### config.mk
export PLATFORM = sky130hd
export DESIGN_NAME = swoc_cell
export DESIGN_NICKNAME = d
export VERILOG_FILES = /design/src/swoc_pkg.sv /design/src/swoc_cell.sv
export SDC_FILE = /design/constraint.sdc
export NUM_CORES = 1
export LEC_CHECK = 0
export BUFFER_PORTS_ARGS = -buffer_cell sky130_fd_sc_hd__buf_2
export CORE_MARGIN = 4
export CORE_UTILIZATION = 41
export CTS_CLUSTER_DIAMETER = 100
export DETAILED_ROUTE_END_ITERATION = 10
export MAX_ROUTING_LAYER = met4
export PLACE_DENSITY = 0.92
export SETUP_SLACK_MARGIN = 0.4
export SYNTH_ARGS = -nofsm -noshare
export SYNTH_HDL_FRONTEND = slang
export SYNTH_SLANG_ARGS = --single-unit
### constraint.sdc
create_clock -name clk -period 3.34 [get_ports clk]
set_input_delay 0.167 -clock clk [delete_from_list [all_inputs] [get_ports clk]]
set_output_delay 0.167 -clock clk [all_outputs]
set_load 0.03 [all_outputs]
### src/swoc_pkg.sv
`timescale 1ns / 1ps
// ----------------------------------------------------------------------------
// swoc_pkg
// Shared types, widths and codes of the sliding-window candle unit.
// ----------------------------------------------------------------------------
package swoc_pkg;

  localparam int HISTORY_DEPTH = 1024;
  localparam int HIST_LOG      = $clog2(HISTORY_DEPTH);
  localparam int CNT_W         = HIST_LOG + 1;
  localparam int VOL_W         = 24 + HIST_LOG;
  localparam int ACC_W         = 56 + HIST_LOG;
  localparam int DVD_W         = ACC_W + 1;
  localparam int DIV_CNT_W     = $clog2(DVD_W + 1);

  // candle kinds
  localparam logic [1:0] WIN_MAIN = 2'd0;
  localparam logic [1:0] WIN_GAIN = 2'd1;
  localparam logic [1:0] WIN_LOSS = 2'd2;

  // register indexes
  localparam logic [1:0] REG_MAIN_WINDOW = 2'd0;
  localparam logic [1:0] REG_GAIN_WINDOW = 2'd1;
  localparam logic [1:0] REG_LOSS_WINDOW = 2'd2;

  typedef struct packed {
    logic [31:0] time_stamp;
    logic [31:0] price;
    logic [23:0] quantity;
  } entry_t;

  typedef struct packed {
    logic load;    // shift a new trade in from the head side
    logic rotate;  // pass entries one place toward the head
  } cell_ctrl_t;

  typedef struct packed {
    logic [31:0]      open;
    logic [31:0]      high;
    logic [31:0]      low;
    logic [VOL_W-1:0] vol;
    logic [CNT_W-1:0] cnt;
    logic             stop;
  } win_acc_t;

endpackage

### src/swoc_cell.sv
`timescale 1ns / 1ps
// ----------------------------------------------------------------------------
// swoc_cell
// One history slot: loads from its head-side neighbor, rotates from its tail side.
// ----------------------------------------------------------------------------
module swoc_cell (
  input  logic                 clk,
  input  swoc_pkg::cell_ctrl_t ctrl,
  input  swoc_pkg::entry_t     from_head,
  input  swoc_pkg::entry_t     from_tail,
  output swoc_pkg::entry_t     q
);

  always_ff @(posedge clk) begin
    if (ctrl.load) begin
      q <= from_head;
    end else if (ctrl.rotate) begin
      q <= from_tail;
    end
  end

endmodule

# Word level (Yosys, flattened, before mapping)
# Index checks and enable logic that the tools add are counted.
# totals
output_inout_bits,88
input_bits,179
wordCells,6
ff_bits,88
# classes
muxes,2
reduce_logical,1
# ops
operator,count
two-way mux 88 bit,2
nonzero test 2 bit,1

# Logic depth before layout (Yosys ltp)
# depth
word_depth,2
depth_mapped,4
mapped_depth_nobuf,1

# Worst setup path before layout
# OpenSTA, ideal clock, no wires.
# synth_path
kind,input -> register
start,input port ctrl[1] in the netlist's numbering
end,"register q[0] in the netlist's numbering, enable pin"
arrival_time_ps,2521
path_slack_ps,367
path_buffers,3
t_required_ps,2888
setup_time_ps,452
path_stages,4
path_cell_list,buf_6 -> buf_6 -> buf_6 -> or2_1
# synth_via
elab_chain_cells,1
# synth_rtl
element,line,rtl
"start, declared",swoc_cell.sv:8,"input swoc_pkg::cell_ctrl_t ctrl,"
nonzero test 2 bit (no line),-,
"end signal, assigned",swoc_cell.sv:16,q <= from_head;
"end signal, assigned",swoc_cell.sv:18,q <= from_tail;
"end, declared",swoc_cell.sv:11,output swoc_pkg::entry_t q
# Every way passes these cells.
# A chain may end at the register's enable or synchronous reset.

# Final worst setup path
# layout_path
start,input port ctrl[1] in the netlist's numbering
end,"register q[44] in the netlist's numbering, enable pin"
# Same word-level chain as after synthesis.

==> summary.md <==
| Metric | Value |
|---|---|
| Detailed-routing wirelength on met1 | approximately 3500 um |
| Number of fillers in the final layout | about 650 |
| Post-detailed-route wirelength per cell | ~17 um |
| Register bank with the most flops | q |
| Remaining antenna violation count | 0 |
| Number of buffers on the longest clock path | 2 |
| Overall die height | just over 100 um |
| Share of the clock period used by the worst path | 48.5% |
| Peak supply drop | 0.000262 V |
| Setup violators final | 0 |
| Cts repair resizes | 0 |
| CTS buffer count | 9 |
| Most common cell after layout, fill and taps aside | buf_2 |
| Critical Path Start Type | input port |
| First-pass iteration count of the detailed router | 4 |
| Final wirelength | 9810 um |
| Via count of the first global-routing pass | approximately 3000 |
| Initial DRC Count | between 100 and 150 |
| Leak Pwr | around 2.4 nW |
| Cell types with the largest area share after synthesis | edfxtp_1 71%, mux2_2 24%, mux2_4 3.6%, buf_2 0.94%, buf_6 0.90% |
| Starting Density | between 40% and 50% |
| Count of unique library cells instantiated by Yosys | 6 |
| Largest registers | q: 88 flops |
| Clock-pin slew reported for the worst setup and hold paths after clock tree synthesis | about 90 ps |
| Commonest cells after routing, fill and taps aside | 265 x buf_2, 88 x edfxtp_1, 79 x mux2_2 |
| Maximum number of pins on one net before global-route repair | 48 |
| Max_cap viols | 0 |
| Total Nets Final | approximately 640 |
| WL met2 | 5290 um |
| Final setup TNS | 0 ps |
| Portion of the post-synthesis area used by sequential elements | a little over two thirds |
| Synthesis-stage register bit count | 88 |
| Synthesized instance count | approximately 190 |
| Core region area | about 8800 um2 |
| Tightest Hold Check Type | in -> reg |
| Worst-path fanout max | 47 |
| Max FFs per register | 88 |
| RePlAce Congestion | between 0.7 and 0.8 |
| Overflow after GRT | 0 |
| TritonCTS clock tree | yes |
| Number of input and output port buffers inserted | 266 |
| Run status | finished, final reports clean |
| Netlist area before placement | about 3700 um2 |
| Share of cells above drive strength 1 | between 80% and 90% |
| Data arrival, critical path | about 1600 ps |
| Antenna violations before repair | 0 |
| Peak Freq | ~600 MHz |
| Antenna diodes | 0 |
| Post-CTS setup buffers | 0 |
| Largest area contributor in the netlist | edfxtp_1 |
| P per Cell Area | ~500 nW/um2 |
| Final hold violation count | 0 |
| Full die area | 10700 um2 |
| Per-instance average area after synthesis | roughly 20 um2 |
| Unrepaired setup endpoints after global routing | no |
| Crit path required time | 3350 ps |
| Final critical delay including setup and external delays | between 1500 and 2000 ps |
| Clock root buffer | clkbuf_8 |
| Die X-Extent | 104 um |
| Highest metal layer with signal wires | met4 |
| Critical path class | in -> reg |
| Area Growth Syn to Fin | 43.2% |
| Routed wl met3 | 851 um |
| Sinks on Clock Net | 88 |
| Count of final max-slew check failures | 0 |
| Total via count after detailed routing | ~2700 |
| Row count | 34 |
| Critical Path End Type | flip-flop |
| Vias per cell | 4.75 |
| Yosys top cell area share | between 70 and 80% |
| Synth Net Count | 366 |
| First-pass GRT wire length | around 15000 um |
| Overall routing resource usage | a little under a fifth |
| Transition at the pin with the smallest max-transition slack | 604 ps |
| Total of hold buffers inserted after clock tree synthesis | 0 |
| Total half-perimeter wirelength after legalization and detailed placement | approximately 7700 um |
| Slew headroom | around three fifths |
| Maximum level of the CTS H-tree | 3 |
| Yosys warning total | 0 |
| I/O Pins | between 200 and 300 |
| Design Power | around 2.7 mW |
| Total DRC errors in the routed layout | 0 |
-- cells in the mapped netlist (all sizes together) --
cell type,count
or2,1
mux2,88
buf,10
edfxtp,88
-- metrics by stage --
step	hold WS [ps]	setup slack, ps	util [%]	area (um2)	std cells
CTS	97.8	1720	60.9	5360	568
floorplan	384	1240	-	3740	187
detailed placement	471	1360	58.7	5170	553
global placement	468	1420	58.7	5170	553
finish	117	1720	60.9	5360	568
global route	91.2	1640	60.9	5360	568
-- path summary, 6_finish.rpt --
path  slack, ps           from  cells past startpoint    end
min         120  from_head[76]                      2  q[76]
max        1720        ctrl[1]                      3  q[44]
-- worst max-delay path, stage by stage --
cell and delay [ps]:
buf_4 450, or2_4 620, buf_12 320
-- layer usage --
| metal | GRT usage [%] | up-vias |
|---|---|---|
| met1 | 18.1 | 1248 |
| met5 | - | - |
| met2 | 33.2 | 169 |
| li1 | - | 1268 |
| met4 | 4.94 | 0 |
| met3 | 6.09 | 13 |
-- layout make-up --
| class | instances | area [um2] | share of cell area [%] |
|---|---|---|---|
| multi-input combinational | 89 | 1030 | 19.3 |
| tap | 108 | 135 | 2.52 |
| clock inverter | 5 | 58.8 | 1.10 |
| sequential | 88 | 2640 | 49.3 |
| timing repair buffer | 268 | 1360 | 25.4 |
| clock buffer | 10 | 128 | 2.38 |
-- cells by family (layout without fill, tap and decap cells) --
| group | count (synthesis) | count (layout) | share of synthesized area [%] |
|---|---|---|---|
| DFF | 88 | 88 | 70.6 |
| buffers and inverters | 10 | 283 | 1.84 |
| muxes | 88 | 88 | 27.4 |
| and+or+nand+nor | 1 | 1 | 0.167 |
-- where the power goes --
part | leakage, nW | switching, mW | total, mW | internal (mW)
combinational | 1.45 | 0.385 | 0.620 | 0.234
sequential | 0.897 | 0.0329 | 1.39 | 1.35
clock | 0.0883 | 0.365 | 0.707 | 0.342
(Power assumes the default switching activity.)
