$ cat config.mk
export PLATFORM = sky130hd
export DESIGN_NAME = swoc_div
export DESIGN_NICKNAME = d
export VERILOG_FILES = /design/src/swoc_pkg.sv /design/src/swoc_div.sv
export SDC_FILE = /design/constraint.sdc
export NUM_CORES = 1
export LEC_CHECK = 0
export BUFFER_PORTS_ARGS = -buffer_cell sky130_fd_sc_hd__buf_2
export CAP_MARGIN = 15
export CORE_UTILIZATION = 55
export CTS_CLUSTER_DIAMETER = 30
export CTS_CLUSTER_SIZE = 24
export DETAILED_ROUTE_END_ITERATION = 7
export GPL_ROUTABILITY_DRIVEN = 0
export PLACE_DENSITY_LB_ADDON = 0.2
export SLEW_MARGIN = 20
export SYNTH_ARGS = -nofsm -noshare
export SYNTH_HDL_FRONTEND = slang
export SYNTH_SLANG_ARGS = --single-unit
$ cat constraint.sdc
create_clock -name clk -period 7.09 [get_ports clk]
set_input_delay 1.418 -clock clk [delete_from_list [all_inputs] [get_ports clk]]
set_output_delay 1.418 -clock clk [all_outputs]
set_load 0.05 [all_outputs]
$ cat src/swoc_pkg.sv
`timescale 1ns / 1ps
// ----------------------------------------------------------------------------
// swoc_pkg
// Shared types, widths and codes of the sliding-window candle unit.
// ----------------------------------------------------------------------------
package swoc_pkg;

  localparam int HISTORY_DEPTH = 1024;
  localparam int HIST_LOG      = $clog2(HISTORY_DEPTH);
  localparam int CNT_W         = HIST_LOG + 1;
  localparam int VOL_W         = 24 + HIST_LOG;
  localparam int ACC_W         = 56 + HIST_LOG;
  localparam int DVD_W         = ACC_W + 1;
  localparam int DIV_CNT_W     = $clog2(DVD_W + 1);

  // candle kinds
  localparam logic [1:0] WIN_MAIN = 2'd0;
  localparam logic [1:0] WIN_GAIN = 2'd1;
  localparam logic [1:0] WIN_LOSS = 2'd2;

  // register indexes
  localparam logic [1:0] REG_MAIN_WINDOW = 2'd0;
  localparam logic [1:0] REG_GAIN_WINDOW = 2'd1;
  localparam logic [1:0] REG_LOSS_WINDOW = 2'd2;

  typedef struct packed {
    logic [31:0] time_stamp;
    logic [31:0] price;
    logic [23:0] quantity;
  } entry_t;

  typedef struct packed {
    logic load;    // shift a new trade in from the head side
    logic rotate;  // pass entries one place toward the head
  } cell_ctrl_t;

  typedef struct packed {
    logic [31:0]      open;
    logic [31:0]      high;
    logic [31:0]      low;
    logic [VOL_W-1:0] vol;
    logic [CNT_W-1:0] cnt;
    logic             stop;
  } win_acc_t;

endpackage

$ cat src/swoc_div.sv
`timescale 1ns / 1ps
// ----------------------------------------------------------------------------
// swoc_div
// Restoring divider, one quotient bit per cycle; keeps the low 32 quotient bits.
// ----------------------------------------------------------------------------
module swoc_div (
  input  logic                       clk,
  input  logic                       rst,
  input  logic                       start,
  input  logic [swoc_pkg::DVD_W-1:0] dividend,
  input  logic [swoc_pkg::VOL_W-1:0] divisor,
  output logic                       busy,
  output logic [31:0]                quotient
);

  logic [swoc_pkg::DVD_W-1:0]     dvd;
  logic [swoc_pkg::VOL_W-1:0]     den;
  logic [swoc_pkg::VOL_W:0]       rem;
  logic [swoc_pkg::DIV_CNT_W-1:0] cnt;
  logic [swoc_pkg::VOL_W+1:0]     trial;
  logic                           fits;

  assign trial = {rem, dvd[swoc_pkg::DVD_W-1]};
  assign fits  = trial >= {2'b00, den};

  always_ff @(posedge clk) begin
    if (rst) begin
      busy <= 1'b0;
      cnt  <= '0;
    end else if (start) begin
      busy <= 1'b1;
      cnt  <= swoc_pkg::DIV_CNT_W'(swoc_pkg::DVD_W);
    end else if (busy) begin
      cnt <= cnt - 1'b1;
      if (cnt == swoc_pkg::DIV_CNT_W'(1)) begin
        busy <= 1'b0;
      end
    end
  end

  always_ff @(posedge clk) begin
    if (start) begin
      dvd      <= dividend;
      den      <= divisor;
      rem      <= '0;
      quotient <= '0;
    end else if (busy) begin
      dvd      <= {dvd[swoc_pkg::DVD_W-2:0], 1'b0};
      rem      <= fits ? (swoc_pkg::VOL_W+1)'(trial - {2'b00, den})
                       : (swoc_pkg::VOL_W+1)'(trial);
      quotient <= {quotient[30:0], fits};
    end
  end

endmodule

## Yosys cells after proc, flatten, opt, wreduce, memory -nomap -nowiden

Cells that the tools add are included.

| cells by class | value |
|---|---|
| equality and inequality tests | 1 |
| magnitude comparators | 1 |
| mux-type cells | 8 |
| $add $sub $neg | 2 |
| reduce and logical (&&, ||, !) cells | 2 |

Operators by type and width:

| cell | number |
|---|---|
| $mux 67 | 2 |
| $ge 36x34->1 | 1 |
| $mux 35 | 1 |
| $sub 35x34->35 | 1 |
| $mux 7 | 2 |
| $eq 7x1->1 const B | 1 |
| $sub 7x1->7 const B | 1 |
| $mux 1 | 3 |
| $reduce_bool 2->1 | 1 |
| $reduce_or 2->1 | 1 |

| storage, ports and cells | value |
|---|---|
| word-level logic and storage cells | 21 |
| bits in registers | 176 |
| output and inout bits | 33 |
| input port bits | 104 |

## Logic depth before layout (Yosys ltp)

| depth | value |
|---|---|
| depth in word-level cells | 4 |
| mapped depth | 14 |
| mapped depth without buffers | 12 |

## Worst setup path before layout

Ideal clock, no wire load.

| timing | value |
|---|---|
| kind | input -> register |
| start point | input port start |
| end point | register dvd[0] (netlist name) (enable) |
| data arrival time | 3081 ps |
| setup time | 396 ps |
| setup slack | 3613 ps |
| data required time | 6694 ps |
| path buffers | 3 |
| stages on the path | 4 |
| cells stage by stage | clkbuf_1 -> clkbuf_1 -> clkbuf_1 -> or2_2 |

| between the ends | value |
|---|---|
| word-level cells in the longest chain between the ends | 1 |

Ends and longest elaborated chain:

| item | line | source |
|---|---|---|
| start: declaration | swoc_div.sv:9 | `input logic start,` |
| $reduce_bool 2->1 (no source line) | -- |  |
| end signal: assignment | swoc_div.sv:43 | `dvd <= dividend;` |
| end signal: assignment | swoc_div.sv:48 | `dvd <= {dvd[swoc_pkg::DVD_W-2:0], 1'b0};` |
| end: declaration | swoc_div.sv:16 | `logic [swoc_pkg::DVD_W-1:0] dvd;` |

No other way between the ends.
A chain may end at the register's enable or synchronous reset.

## Worst setup path in the final report

| timing | value |
|---|---|
| start point | register dvd[66] (netlist name) |
| end point | register rem[27] (netlist name) |

| between the ends | value |
|---|---|
| word-level cells in the longest chain between the ends | 2 |
| elaborated cells between the ends (all ways) | 3 |
| those cells by class | add/sub (1); order compare (1); mux (1) |

Ends and longest elaborated chain:

| item | line | source |
|---|---|---|
| $sub 35x34->35 or $ge 36x34->1 (tied branches) | swoc_div.sv:49, swoc_div.sv:24 |  |
| $mux 35 * | swoc_div.sv:49 | `rem <= fits ? (swoc_pkg::VOL_W+1)'(trial - {2'b00, den})` |
| end signal: assignment | swoc_div.sv:49 |  |
| end: declaration | swoc_div.sv:18 | `logic [swoc_pkg::VOL_W:0] rem;` |

Every way passes the cells marked *; elsewhere a longest branch is shown, timed or not.

==> results.md <==
- Worst-skew pair later-pin latency: 0.43 ns
- Sequential fraction of the synthesis area: 0.5047
- Net count after synthesis: approximately 980
- Worst-Margin Slew: roughly 1.1 ns
- Fillers: 1304
- Post-synth EDFFs: 101
- Yosys top cell by area: edfxtp_1
- Cell Area, Placed: 9787 um2
- Synth warnings: 0
- Setup crit end kind: register
- Critical Path Fanout Max: 30
- Normalized max-slew margin: 0.2714
- Share of cells above drive strength 1: 0.2567
- Clk root buf: clkbuf_16
- WS Path Type: reg -> reg
- Pin count of the biggest net entering global routing: 72
- CTS Sinks: 176
- Drt initial violations: 443
- Hold slack: 0.4939 ns
- Routed wire length: 17690 um
- Setup bufs post-CTS: 0
- Post-synth top area share: 0.3376
- Placed cells: 1154
- Outcome: complete, no violations
- Clk buf depth: 2
- Cell area after synthesis: 8984 um2
- RSZ-0062 raised after global routing: no
- Leakage: 4.400 nW
- Maximum operating frequency: 0.2573 GHz
- Setup TNS Final: 0 ns
- Area Growth Syn to Fin: 15.50%
- CTS resizes: 0
- Chip width: 129.8 um
- I/O pins: 137
- Starting density of the core: 0.5635
- Crit path launch type: register
- Max-cap viol count: 0
- Yosys cell types: a little under 70
- Final slew viol count: 0
- Vias in the first global route: 6158
- Ant diodes: 0
- Top FF cell, synth: edfxtp_1
- Final min period: between 3 and 4 ns
- Drt first pass iters: 5
- Total track usage: 0.2209
- First-pass GRT wire length: 29170 um
- Period Utilization, post-route: 0.5482
- HPWL Detailed: roughly 12000 um
- Wire per inst: 14.92 um
- Initial antenna violation count: 0
- Die ar.: 16850 um2
- H-tree levels: 4
- Post-route clock skew: roughly 0.013 ns
- Via count: 6527
- Inserted Clock Buffers: 17
- Cts hold-fix bufs: 0
- Fin. Hold Viols: 0
- Async set-reset flop share out of synthesis: 0
- Worst vdd ir: between 0.15 and 0.2 mV
- CTS tree: built
- Cell Pwr Density: about 260 nW/um2
- Crit path arrival time: between 4 and 5 ns
- Area contributors post-synth: edfxtp_1, dfxtp_1, mux2_2
- DR vias/cell: 5.503
- Placement Rows: 46
- Clock-pin transition on the worst setup and hold timing paths: 0.07 ns
- Cells after synthesis: 841
- Design Area, Final: 10380 um2
- Core Area: roughly 16000 um2
- Die Y-Extent: 129.8 um
- ANT nets after route: 0
- Flops & latches, synth: 176
- Worst hold path type: reg -> reg
- Gr ovfl total: 0
- Final nets: between 1k and 1.5k
- Synth Area per Inst: roughly 11 um2
- Residual DRC: 0
- Final number of setup-violating endpoints: 0
- Req. time, crit path: 7.41 ns
- Port bufs: between 100 and 150
- Cell Count, Final, Fillers Out: around 1.2k
-- cell type report --
type | count | area, um2 | area share
Sequential cell | 176 | 4538 | 0.4374
Multi-Input combinational cell | 571 | 4070 | 0.3923
Timing Repair Buffer | 140 | 716.9 | 0.06909
Clock buffer | 21 | 460.4 | 0.04437
Tap cell | 216 | 270.3 | 0.02605
Inverter | 51 | 191.4 | 0.01845
Clock inverter | 11 | 128.9 | 0.01242
-- worst paths after layout --
kind / startpoint / end / slack, ns / depth (start not counted)
min reg2reg: rem[10]$_SDFFE_PP0P_ / rem[11]$_SDFFE_PP0P_ / 0.49 / 2
max reg2reg: dvd[66]$_DFFE_PP_ / rem[27]$_SDFFE_PP0P_ / 3.20 / 12
max: dvd[66]$_DFFE_PP_ / rem[27]$_SDFFE_PP0P_ / 3.20 / 12
min: rem[10]$_SDFFE_PP0P_ / rem[11]$_SDFFE_PP0P_ / 0.49 / 2
-- worst max-delay path, stage by stage (launching register included) --
cell and delay (ns):
edfxtp_1 0.39, inv_1 0.07, ha_1 0.18, fa_1 0.22, nor2b_1 0.08, o31ai_1 0.40
a31o_2 0.27, a21boi_4 0.07, nor4b_4 0.43, o311a_1 0.30, nand2_1 0.67, and3_1 0.49
a22o_1 0.20
-- sequential cells by signal (all words and copies together), names as in the netlist --
name	count
cnt	7
busy	1
rem	35
dvd	67
quotient	32
den	34
-- through the flow --
| step | power (mW) | setup slack [ns] | utilization |
|---|---|---|---|
| global route | 2.802 | 3.013 | 0.6508 |
| detailed placement | 1.740 | 3.318 | 0.6139 |
| floorplan | 1.623 | 3.613 | - |
| CTS | 2.685 | 3.253 | 0.6508 |
| global placement | 1.734 | 3.418 | 0.6139 |
| finish | 2.666 | 3.204 | 0.6508 |
-- synthesized netlist by cell type, types with 4 or more instances --
cell and count:
a21oi_1 38, o21a_1 4, nor3_1 10, buf_1 6
nor2_1 88, o21bai_1 4, mux2_2 66, nand2_1 85
o31ai_1 4, ha_1 36, mux2i_1 35, xnor2_1 13
a31oi_1 8, and3_1 6, xor2_1 13, nand2b_1 10
nand3_1 18, nor2b_1 6, o21ai_0 18, inv_1 51
edfxtp_1 101, a21o_1 11, buf_2 9, clkbuf_1 25
a311oi_1 27, dfxtp_1 75, a211oi_1 4, o21ai_1 5
o211ai_1 7
-- metal layers --
layer,global-route usage,vias to the layer above,routed length (um)
li1,-,3278,-
met5,0,-,0
met3,0.07257,15,1067
met4,0.06566,0,176
met2,0.3400,171,8098
met1,0.2970,3063,8350
-- layout by cell type (no fill, tap or decap), drive strengths merged, types with 18 or more instances in the layout --
cell	instances
mux2	66
nor2	89
mux2i	35
inv	55
dfxtp	75
clkbuf	21
buf	140
o21ai	23
ha	36
nand3	18
nand2	85
a21oi	38
edfxtp	101
a311oi	28
-- logic make-up (layout without fill, tap and decap cells) --
logic type	after synthesis	in the layout	synth area share
compound gates	158	158	0.1259
xor+xnor	26	26	0.02535
fa+ha+maj	37	37	0.05237
buf+inv	94	223	0.04220
flops	176	176	0.5047
mux	101	101	0.1217
simple gates	249	249	0.1277
-- report_power, final --
group	switching [mW]	internal, mW	leakage [nW]
combinational	0.293	0.218	2.50
clock	0.398	0.542	0.282
sequential	0.0411	1.17	1.62
total	0.732	1.93	4.40
No activity file was read; power rests on OpenSTA's default activity.
